File: config.mk
export PLATFORM = sky130hd
export DESIGN_NAME = mbox_message_counter_top
export DESIGN_NICKNAME = d
export VERILOG_FILES = /design/src/mmc_pkg.sv /design/src/mbox_message_counter_top.sv /design/src/mmc_in_stage.sv /design/src/mmc_scanner.sv /design/src/mmc_out_stage.sv
export VERILOG_INCLUDE_DIRS = /design/src /design/src/src
export SDC_FILE = /design/constraint.sdc
export NUM_CORES = 1
export LEC_CHECK = 0
export BUFFER_PORTS_ARGS = -buffer_cell sky130_fd_sc_hd__buf_4
export CAP_MARGIN = 5
export CORE_AREA = 2 2 139 141
export DETAILED_ROUTE_END_ITERATION = 7
export DIE_AREA = 0 0 141 143
export HOLD_SLACK_MARGIN = 0.03
export PLACE_DENSITY = 0.73
export SETUP_SLACK_MARGIN = 0.5
export SLEW_MARGIN = 5
export SYNTH_ARGS = -nofsm -noshare
export SYNTH_HDL_FRONTEND = slang
export SYNTH_SLANG_ARGS = --single-unit
File: constraint.sdc
create_clock -name clk -period 8.81 [get_ports clk]
set_input_delay 0.4405 -clock clk [delete_from_list [all_inputs] [get_ports clk]]
set_output_delay 0.4405 -clock clk [all_outputs]
set_load 0.05 [all_outputs]
File: src/mbox_message_counter_top_assert.svh
// Assertion macros for the mailbox message counter.
// Each macro takes a label, a clock, an active-low reset, a trigger and a consequence.
`ifndef MBOX_MESSAGE_COUNTER_TOP_ASSERT_SVH
`define MBOX_MESSAGE_COUNTER_TOP_ASSERT_SVH

// Consequence must hold in the same cycle as the trigger
`define MMC_ASSERT_SAME(lbl, clock, rstn, trig, cons) \
    lbl: assert property (@(posedge clock) disable iff (!rstn) (trig) |-> (cons)) \
        else $error("mmc assertion failed: same-cycle check");

// Consequence must hold in the cycle after the trigger
`define MMC_ASSERT_NEXT(lbl, clock, rstn, trig, cons) \
    lbl: assert property (@(posedge clock) disable iff (!rstn) (trig) |=> (cons)) \
        else $error("mmc assertion failed: next-cycle check");

`endif

File: src/mmc_pkg.sv
package mmc_pkg;

    // Counter width and result field width
    localparam int COUNT_WIDTH = 32;
    localparam int OUT_W       = 32;
    localparam int EXT_W       = (COUNT_WIDTH > OUT_W) ? COUNT_WIDTH : OUT_W;

    // Characters of interest
    localparam logic [7:0] CH_F     = 8'h46;  // 'F'
    localparam logic [7:0] CH_S     = 8'h53;  // 'S'
    localparam logic [7:0] CH_R     = 8'h52;  // 'R'
    localparam logic [7:0] CH_COLON = 8'h3a;  // ':'
    localparam logic [7:0] CH_LF    = 8'h0a;  // newline
    localparam logic [7:0] CH_LO_R  = 8'h72;  // 'r'
    localparam logic [7:0] CH_LO_O  = 8'h6f;  // 'o'
    localparam logic [7:0] CH_LO_M  = 8'h6d;  // 'm'
    localparam logic [7:0] CH_LO_T  = 8'h74;  // 't'
    localparam logic [7:0] CH_LO_A  = 8'h61;  // 'a'
    localparam logic [7:0] CH_LO_U  = 8'h75;  // 'u'
    localparam logic [7:0] CH_LO_S  = 8'h73;  // 's'
    localparam logic [7:0] CH_SP    = 8'h20;  // ' '

    // Match progress codes
    localparam logic [3:0] PROG_IDLE      = 4'd0;
    localparam logic [3:0] PROG_F         = 4'd1;
    localparam logic [3:0] PROG_FR        = 4'd2;
    localparam logic [3:0] PROG_FRO       = 4'd3;
    localparam logic [3:0] PROG_FROM      = 4'd4;
    localparam logic [3:0] PROG_S         = 4'd5;
    localparam logic [3:0] PROG_ST        = 4'd6;
    localparam logic [3:0] PROG_STA       = 4'd7;
    localparam logic [3:0] PROG_STAT      = 4'd8;
    localparam logic [3:0] PROG_STATU     = 4'd9;
    localparam logic [3:0] PROG_STATUS    = 4'd10;
    localparam logic [3:0] PROG_STATUS_C  = 4'd11;
    localparam logic [3:0] PROG_STATUS_SP = 4'd12;

    // One input transaction as held in the input register
    typedef struct packed {
        logic [7:0] data;
        logic       eof;
    } byte_item_t;

    // Counter values handed from the scanner to the result register
    typedef struct packed {
        logic [COUNT_WIDTH-1:0] msgs;
        logic [COUNT_WIDTH-1:0] reads;
    } count_pair_t;

    // Byte expected next for a given partial match
    function automatic logic [7:0] expected_byte(input logic [3:0] prog);
        logic [7:0] ch;
        case (prog)
            PROG_F:         ch = CH_LO_R;
            PROG_FR:        ch = CH_LO_O;
            PROG_FRO:       ch = CH_LO_M;
            PROG_FROM:      ch = CH_SP;
            PROG_S:         ch = CH_LO_T;
            PROG_ST:        ch = CH_LO_A;
            PROG_STA:       ch = CH_LO_T;
            PROG_STAT:      ch = CH_LO_U;
            PROG_STATU:     ch = CH_LO_S;
            PROG_STATUS:    ch = CH_COLON;
            PROG_STATUS_C:  ch = CH_SP;
            PROG_STATUS_SP: ch = CH_R;
            default:        ch = CH_F;
        endcase
        return ch;
    endfunction

    // Saturating increment
    function automatic logic [COUNT_WIDTH-1:0] sat_inc(input logic [COUNT_WIDTH-1:0] v);
        return (&v) ? v : v + COUNT_WIDTH'(1);
    endfunction

    // Clamp a count to the result field width
    function automatic logic [OUT_W-1:0] clamp_out(input logic [COUNT_WIDTH-1:0] v);
        logic [EXT_W-1:0] ext;
        ext = EXT_W'(v);
        return (ext > EXT_W'({OUT_W{1'b1}})) ? {OUT_W{1'b1}} : ext[OUT_W-1:0];
    endfunction

endpackage

File: src/mbox_message_counter_top.sv
// Channel | Direction | Handshake           | Payload
// in      | input     | in_valid / in_stall | data_byte, end_of_file
// out     | output    | out_valid/out_stall | message_count, unread_count
//
// One byte per cycle is accepted while in_stall is low. The end-of-file byte
// passes the input register, then the result register, before out_valid rises.
// rst_n clears all scan state and both valid flags asynchronously.
// in_stall rises only when an end-of-file byte waits behind a result that
// is stalled at the output; ordinary bytes keep flowing while a result waits.
`include "mbox_message_counter_top_assert.svh"

module mbox_message_counter_top
    import mmc_pkg::*;
(
    input  logic             clk,
    input  logic             rst_n,
    input  logic             in_valid,
    output logic             in_stall,
    input  logic [7:0]       data_byte,
    input  logic             end_of_file,
    output logic             out_valid,
    input  logic             out_stall,
    output logic [OUT_W-1:0] message_count,
    output logic [OUT_W-1:0] unread_count
);

    logic        out_free;
    logic        proc_en;
    byte_item_t  item;
    count_pair_t counts;

    // Input register
    mmc_in_stage u_in
    (
        .clk         (clk),
        .rst_n       (rst_n),
        .in_valid    (in_valid),
        .data_byte   (data_byte),
        .end_of_file (end_of_file),
        .in_stall    (in_stall),
        .out_free    (out_free),
        .proc_en     (proc_en),
        .item        (item)
    );

    // Line and pattern scanner with counters
    mmc_scanner u_scan
    (
        .clk     (clk),
        .rst_n   (rst_n),
        .proc_en (proc_en),
        .item    (item),
        .counts  (counts)
    );

    // Result register
    mmc_out_stage u_out
    (
        .clk           (clk),
        .rst_n         (rst_n),
        .load          (proc_en && item.eof),
        .counts        (counts),
        .out_stall     (out_stall),
        .out_free      (out_free),
        .out_valid     (out_valid),
        .message_count (message_count),
        .unread_count  (unread_count)
    );

    // Checks
    `MMC_ASSERT_SAME(a_unread_le_msgs, clk, rst_n, out_valid, unread_count <= message_count)
    `MMC_ASSERT_NEXT(a_eof_gives_result, clk, rst_n, proc_en && item.eof, out_valid)
    `MMC_ASSERT_SAME(a_eof_waits, clk, rst_n, proc_en && item.eof && out_valid, !out_stall)
    `MMC_ASSERT_NEXT(a_result_held, clk, rst_n, out_valid && out_stall,
                     out_valid && $stable(message_count) && $stable(unread_count))

endmodule

File: src/mmc_in_stage.sv
module mmc_in_stage
    import mmc_pkg::*;
(
    input  logic       clk,
    input  logic       rst_n,
    input  logic       in_valid,
    input  logic [7:0] data_byte,
    input  logic       end_of_file,
    output logic       in_stall,
    input  logic       out_free,
    output logic       proc_en,
    output byte_item_t item
);

    logic       vld_reg;
    logic       vld_next;
    byte_item_t item_reg;

    // An end-of-file byte needs room in the result register
    assign proc_en  = vld_reg && (!item_reg.eof || out_free);
    assign in_stall = vld_reg && !proc_en;
    assign item     = item_reg;

    always_comb
    begin
        vld_next = vld_reg;
        if (in_valid && !in_stall)
        begin
            vld_next = 1'b1;
        end
        else if (proc_en)
        begin
            vld_next = 1'b0;
        end
    end

    always_ff @(posedge clk or negedge rst_n)
    begin
        if (!rst_n)
        begin
            vld_reg <= 1'b0;
        end
        else
        begin
            vld_reg <= vld_next;
        end
    end

    // Payload capture, no reset needed
    always_ff @(posedge clk)
    begin
        if (in_valid && !in_stall)
        begin
            item_reg.data <= data_byte;
            item_reg.eof  <= end_of_file;
        end
    end

endmodule

File: src/mmc_scanner.sv
module mmc_scanner
    import mmc_pkg::*;
(
    input  logic        clk,
    input  logic        rst_n,
    input  logic        proc_en,
    input  byte_item_t  item,
    output count_pair_t counts
);

    logic                   line_start_reg, line_start_next;
    logic                   in_header_reg,  in_header_next;
    logic                   read_seen_reg,  read_seen_next;
    logic [3:0]             prog_reg,       prog_next;
    logic [COUNT_WIDTH-1:0] msgs_reg,       msgs_next;
    logic [COUNT_WIDTH-1:0] reads_reg,      reads_next;
    logic                   hit;
    logic                   is_lf;

    assign hit   = (item.data == expected_byte(prog_reg));
    assign is_lf = (item.data == CH_LF);

    // Per-byte pattern tracking
    always_comb
    begin
        line_start_next = line_start_reg;
        in_header_next  = in_header_reg;
        read_seen_next  = read_seen_reg;
        prog_next       = PROG_IDLE;
        msgs_next       = msgs_reg;
        reads_next      = reads_reg;

        if (prog_reg >= PROG_F && prog_reg <= PROG_STATUS_SP)
        begin
            if (!hit)
            begin
                line_start_next = is_lf;
            end
            else if (prog_reg == PROG_FROM)
            begin
                msgs_next       = sat_inc(msgs_reg);
                in_header_next  = 1'b1;
                read_seen_next  = 1'b0;
                line_start_next = 1'b0;
            end
            else if (prog_reg == PROG_STATUS_SP)
            begin
                reads_next      = sat_inc(reads_reg);
                read_seen_next  = 1'b1;
                line_start_next = 1'b0;
            end
            else
            begin
                prog_next = prog_reg + 4'd1;
            end
        end
        else
        begin
            if (line_start_reg)
            begin
                if (item.data == CH_F)
                begin
                    prog_next = PROG_F;
                end
                else if (in_header_reg)
                begin
                    if (item.data == CH_S && !read_seen_reg)
                    begin
                        prog_next = PROG_S;
                    end
                    else if (is_lf)
                    begin
                        in_header_next = 1'b0;
                    end
                end
            end
            line_start_next = is_lf;
        end
    end

    assign counts.msgs  = msgs_next;
    assign counts.reads = reads_next;

    // State update; end of file returns everything to reset values
    always_ff @(posedge clk or negedge rst_n)
    begin
        if (!rst_n)
        begin
            line_start_reg <= 1'b1;
            in_header_reg  <= 1'b1;
            read_seen_reg  <= 1'b0;
            prog_reg       <= PROG_IDLE;
            msgs_reg       <= '0;
            reads_reg      <= '0;
        end
        else if (proc_en)
        begin
            if (item.eof)
            begin
                line_start_reg <= 1'b1;
                in_header_reg  <= 1'b1;
                read_seen_reg  <= 1'b0;
                prog_reg       <= PROG_IDLE;
                msgs_reg       <= '0;
                reads_reg      <= '0;
            end
            else
            begin
                line_start_reg <= line_start_next;
                in_header_reg  <= in_header_next;
                read_seen_reg  <= read_seen_next;
                prog_reg       <= prog_next;
                msgs_reg       <= msgs_next;
                reads_reg      <= reads_next;
            end
        end
    end

endmodule

File: src/mmc_out_stage.sv
module mmc_out_stage
    import mmc_pkg::*;
(
    input  logic              clk,
    input  logic              rst_n,
    input  logic              load,
    input  count_pair_t       counts,
    input  logic              out_stall,
    output logic              out_free,
    output logic              out_valid,
    output logic [OUT_W-1:0]  message_count,
    output logic [OUT_W-1:0]  unread_count
);

    logic        vld_reg;
    logic        vld_next;
    count_pair_t counts_reg;
    logic [COUNT_WIDTH-1:0] diff;

    assign out_free = !vld_reg || !out_stall;

    always_comb
    begin
        vld_next = vld_reg;
        if (load)
        begin
            vld_next = 1'b1;
        end
        else if (vld_reg && !out_stall)
        begin
            vld_next = 1'b0;
        end
    end

    always_ff @(posedge clk or negedge rst_n)
    begin
        if (!rst_n)
        begin
            vld_reg <= 1'b0;
        end
        else
        begin
            vld_reg <= vld_next;
        end
    end

    always_ff @(posedge clk)
    begin
        if (load)
        begin
            counts_reg <= counts;
        end
    end

    // Unread = messages - reads, floored at zero, then clamped to field width
    assign diff = (counts_reg.msgs > counts_reg.reads) ?
                  (counts_reg.msgs - counts_reg.reads) : '0;

    assign out_valid     = vld_reg;
    assign message_count = clamp_out(counts_reg.msgs);
    assign unread_count  = clamp_out(diff);

endmodule

==> results.json <==
{
  "fp.dieArea_um2": 20200,
  "fin_setup_tns_ps": 0,
  "ys_ff_latch": 146,
  "yosys_warnings": 0,
  "clockBufferDepth": 2,
  "fp.dieH_um": 143,
  "finalSetupViolCount": 0,
  "min_path_type": "primary input to asynchronous set/reset pin",
  "cts_setup_buffers": 0,
  "maxSlewHeadroom_pct": 31.6,
  "gr-usage-all-layers_pct": 24.6,
  "htreeDepth": 4,
  "synthTopCellsByArea": "edfxtp_1 22%, dfrtp_1 18%, ha_1 5.1%",
  "start_util_pct": 54.1,
  "syn-num-nets": 1167,
  "cp.required_ps": 8370,
  "first_global_vias": 7823,
  "drive_gt1_share_pct": 13.1,
  "yosys.area_share.adder_pct": 5.31,
  "ctsHoldBuffers": 0,
  "first_pass_iters": 5,
  "grt_overflow": 0,
  "antenna_found_initial": 0,
  "coreArea_um2": 18600,
  "die_w_um": 141,
  "dominantRegCellSynth": "edfxtp_1",
  "fmax_mhz": 226,
  "synth.avg_cell_area_um2": 9.04,
  "fin_hold_ws_ps": 174,
  "synth_top_cells_by_count": "96 x nand2_1, 82 x nor2_1, 73 x edfxtp_1",
  "max_slew.worst_pin.slew_ps": 1030,
  "finalMaxSlewViolations": 0,
  "synth_top_area_share_pct": 21.8,
  "ir_drop_v": 0.000137,
  "synth.distinct_cells": 75,
  "num-fill-cells": 1600,
  "cts_tree": "done",
  "synth_top_family_by_area": "simple AND/OR/NAND/NOR gates",
  "ios": 79,
  "skew_ps": 9.63,
  "synth_simple_gate_area_share_pct": 20.8,
  "grt_first_pass_wirelength_um": 39300,
  "antenna_cells": 0,
  "status": "finished clean",
  "min_period_ps": 4420,
  "numCtsBuffers": 17,
  "hold_viol": 0,
  "synth.most_common_cell": "nand2_1",
  "area_delta_synth_final_pct": 10.1,
  "rsz0062_at_grt": "false",
  "clkSinkCount": 146,
  "path_clk_slew_ps": 50,
  "gp_congestion": 0.939,
  "crit_type": "flop to output pin",
  "cp-start-kind": "flop",
  "drt-wirelength-per-cell_um": 17.6,
  "ant_nets": 0,
  "power-per-cell-area_nw_per_um2": 187,
  "postSynthCellCount": 1112,
  "leakagePower_nw": 4.63,
  "synthArstFlopShare_pct": 50.0,
  "synth-xor-area-share_pct": 8.36,
  "largest_reg_flops": 64,
  "cts_root_buf": "clkbuf_16",
  "fin_crit_sh_pct": 50.2,
  "portBuffers": 78,
  "cp.arrival_ps": 3980,
  "synth_area_leader_cell": "edfxtp_1",
  "grt_max_degree": 74,
  "drc": 0,
  "ys_seq_area_share_pct": 40.0,
  "synth-edff-count": 73,
  "num_rows": 50,
  "vias": 8454,
  "endpoint_kind": "output pin",
  "nNetsFinal": 1180,
  "drtIter0Drc": 768,
  "vias_per_cell": 6.16,
  "synthMuxAreaShare_pct": 0.971,
  "finalWirelength_um": 24200,
  "insertion_delay_ps": 430,
  "maxCapViolCount": 0,
  "cts.repair.resized": 0,
  "synth-compound-area-share_pct": 17.0,
  "dp_hpwl_um": 17000,
  "crit_fanout": 32,
  "synth_area_um2": 10000,
  "rrSetupSlack_ps": 4650
}
through the flow:
stage          instance area [um2]  setup WS, ps  power [W]  utilization [%]  instances
2_1_floorplan                10000          4800    0.00123                -       1112
3_3_place_gp                 10500          4830    0.00136             56.4       1340
3_5_place_dp                 10500          4740    0.00137             56.4       1340
4_1_cts                      11100          4370    0.00208             59.5       1372
5_1_grt                      11100          4170    0.00216             59.5       1372
6_report                     11100          4390    0.00207             59.5       1372
worst max-delay path, cell delays in order, from the launching register on:
cell and delay, ps:
edfxtp_1 430, ha_1 230, fa_1 410, nand2b_1 200, a21oi_1 200, o21ai_0 150, a211oi_1 570, a21o_1 240
a221oi_1 110, a31o_2 460, nor3_1 300, buf_4 240
cell families (layout without fill, tap and decap cells):
family / Yosys count / in the layout
multiplexers: 7 / 7
flip-flops: 146 / 146
XOR/XNOR: 95 / 95
AND/OR/NAND/NOR: 399 / 399
buffers and inverters: 155 / 181
adder cells (fa/ha/maj): 42 / 42
AO/OA/AOI/OAI: 268 / 268
where the power goes:
| part | total (W) | internal [W] | switching [W] |
|---|---|---|---|
| Combinational | 0.000560 | 0.000179 | 0.000380 |
| Sequential | 0.000798 | 0.000762 | 0.0000354 |
| Clock | 0.000714 | 0.000449 | 0.000265 |
| Total | 0.00207 | 0.00139 | 0.000680 |
metal layers:
metal	global-route usage (%)	vias to the layer above	part of all wire, %
met5	0	-	0
met4	9.11	0	2.7
met3	3.05	48	4.9
met2	41.6	290	47
met1	32.6	4062	45
li1	-	4054	-
layout by cell type, fill, tap and decap left out, types with 24 or more instances in the layout:
| cell type | instances |
|---|---|
| nand2_1 | 95 |
| buf_4 | 88 |
| nor2_1 | 81 |
| edfxtp_1 | 73 |
| dfrtp_1 | 71 |
| a21oi_1 | 69 |
| o21ai_0 | 67 |
| inv_1 | 58 |
| xnor2_1 | 52 |
| xor2_1 | 42 |
| ha_1 | 41 |
| nand3_1 | 37 |
| nor3_1 | 37 |
| nand4_1 | 24 |
layout make-up:
cell class	count	area, um2	share of cell area [%]
Multi-Input combinational cell	811	5280	47.7
Clock inverter	8	114	1.03
Tap cell	234	293	2.65
Inverter	61	229	2.07
Clock buffer	24	462	4.17
Sequential cell	146	4020	36.4
Timing Repair Buffer	88	661	5.97
final timing paths:
| path | startpoint | to | cells past startpoint |
|---|---|---|---|
| setup / recovery | u_out.counts_reg[0] | unread_count[29] | 11 |
| hold / removal | rst_n | u_scan.reads_reg[1] | 1 |
| setup reg to reg | u_scan.prog_reg[3] | u_scan.reads_reg[15] | 8 |
| hold reg to reg | u_scan.in_header_reg | u_scan.in_header_reg | 2 |
| max in group asynchronous | rst_n | u_scan.reads_reg[25] | 1 |
| min in group clk | data_byte[5] | u_in.item[6] | 1 |
(Power assumes the default switching activity.)
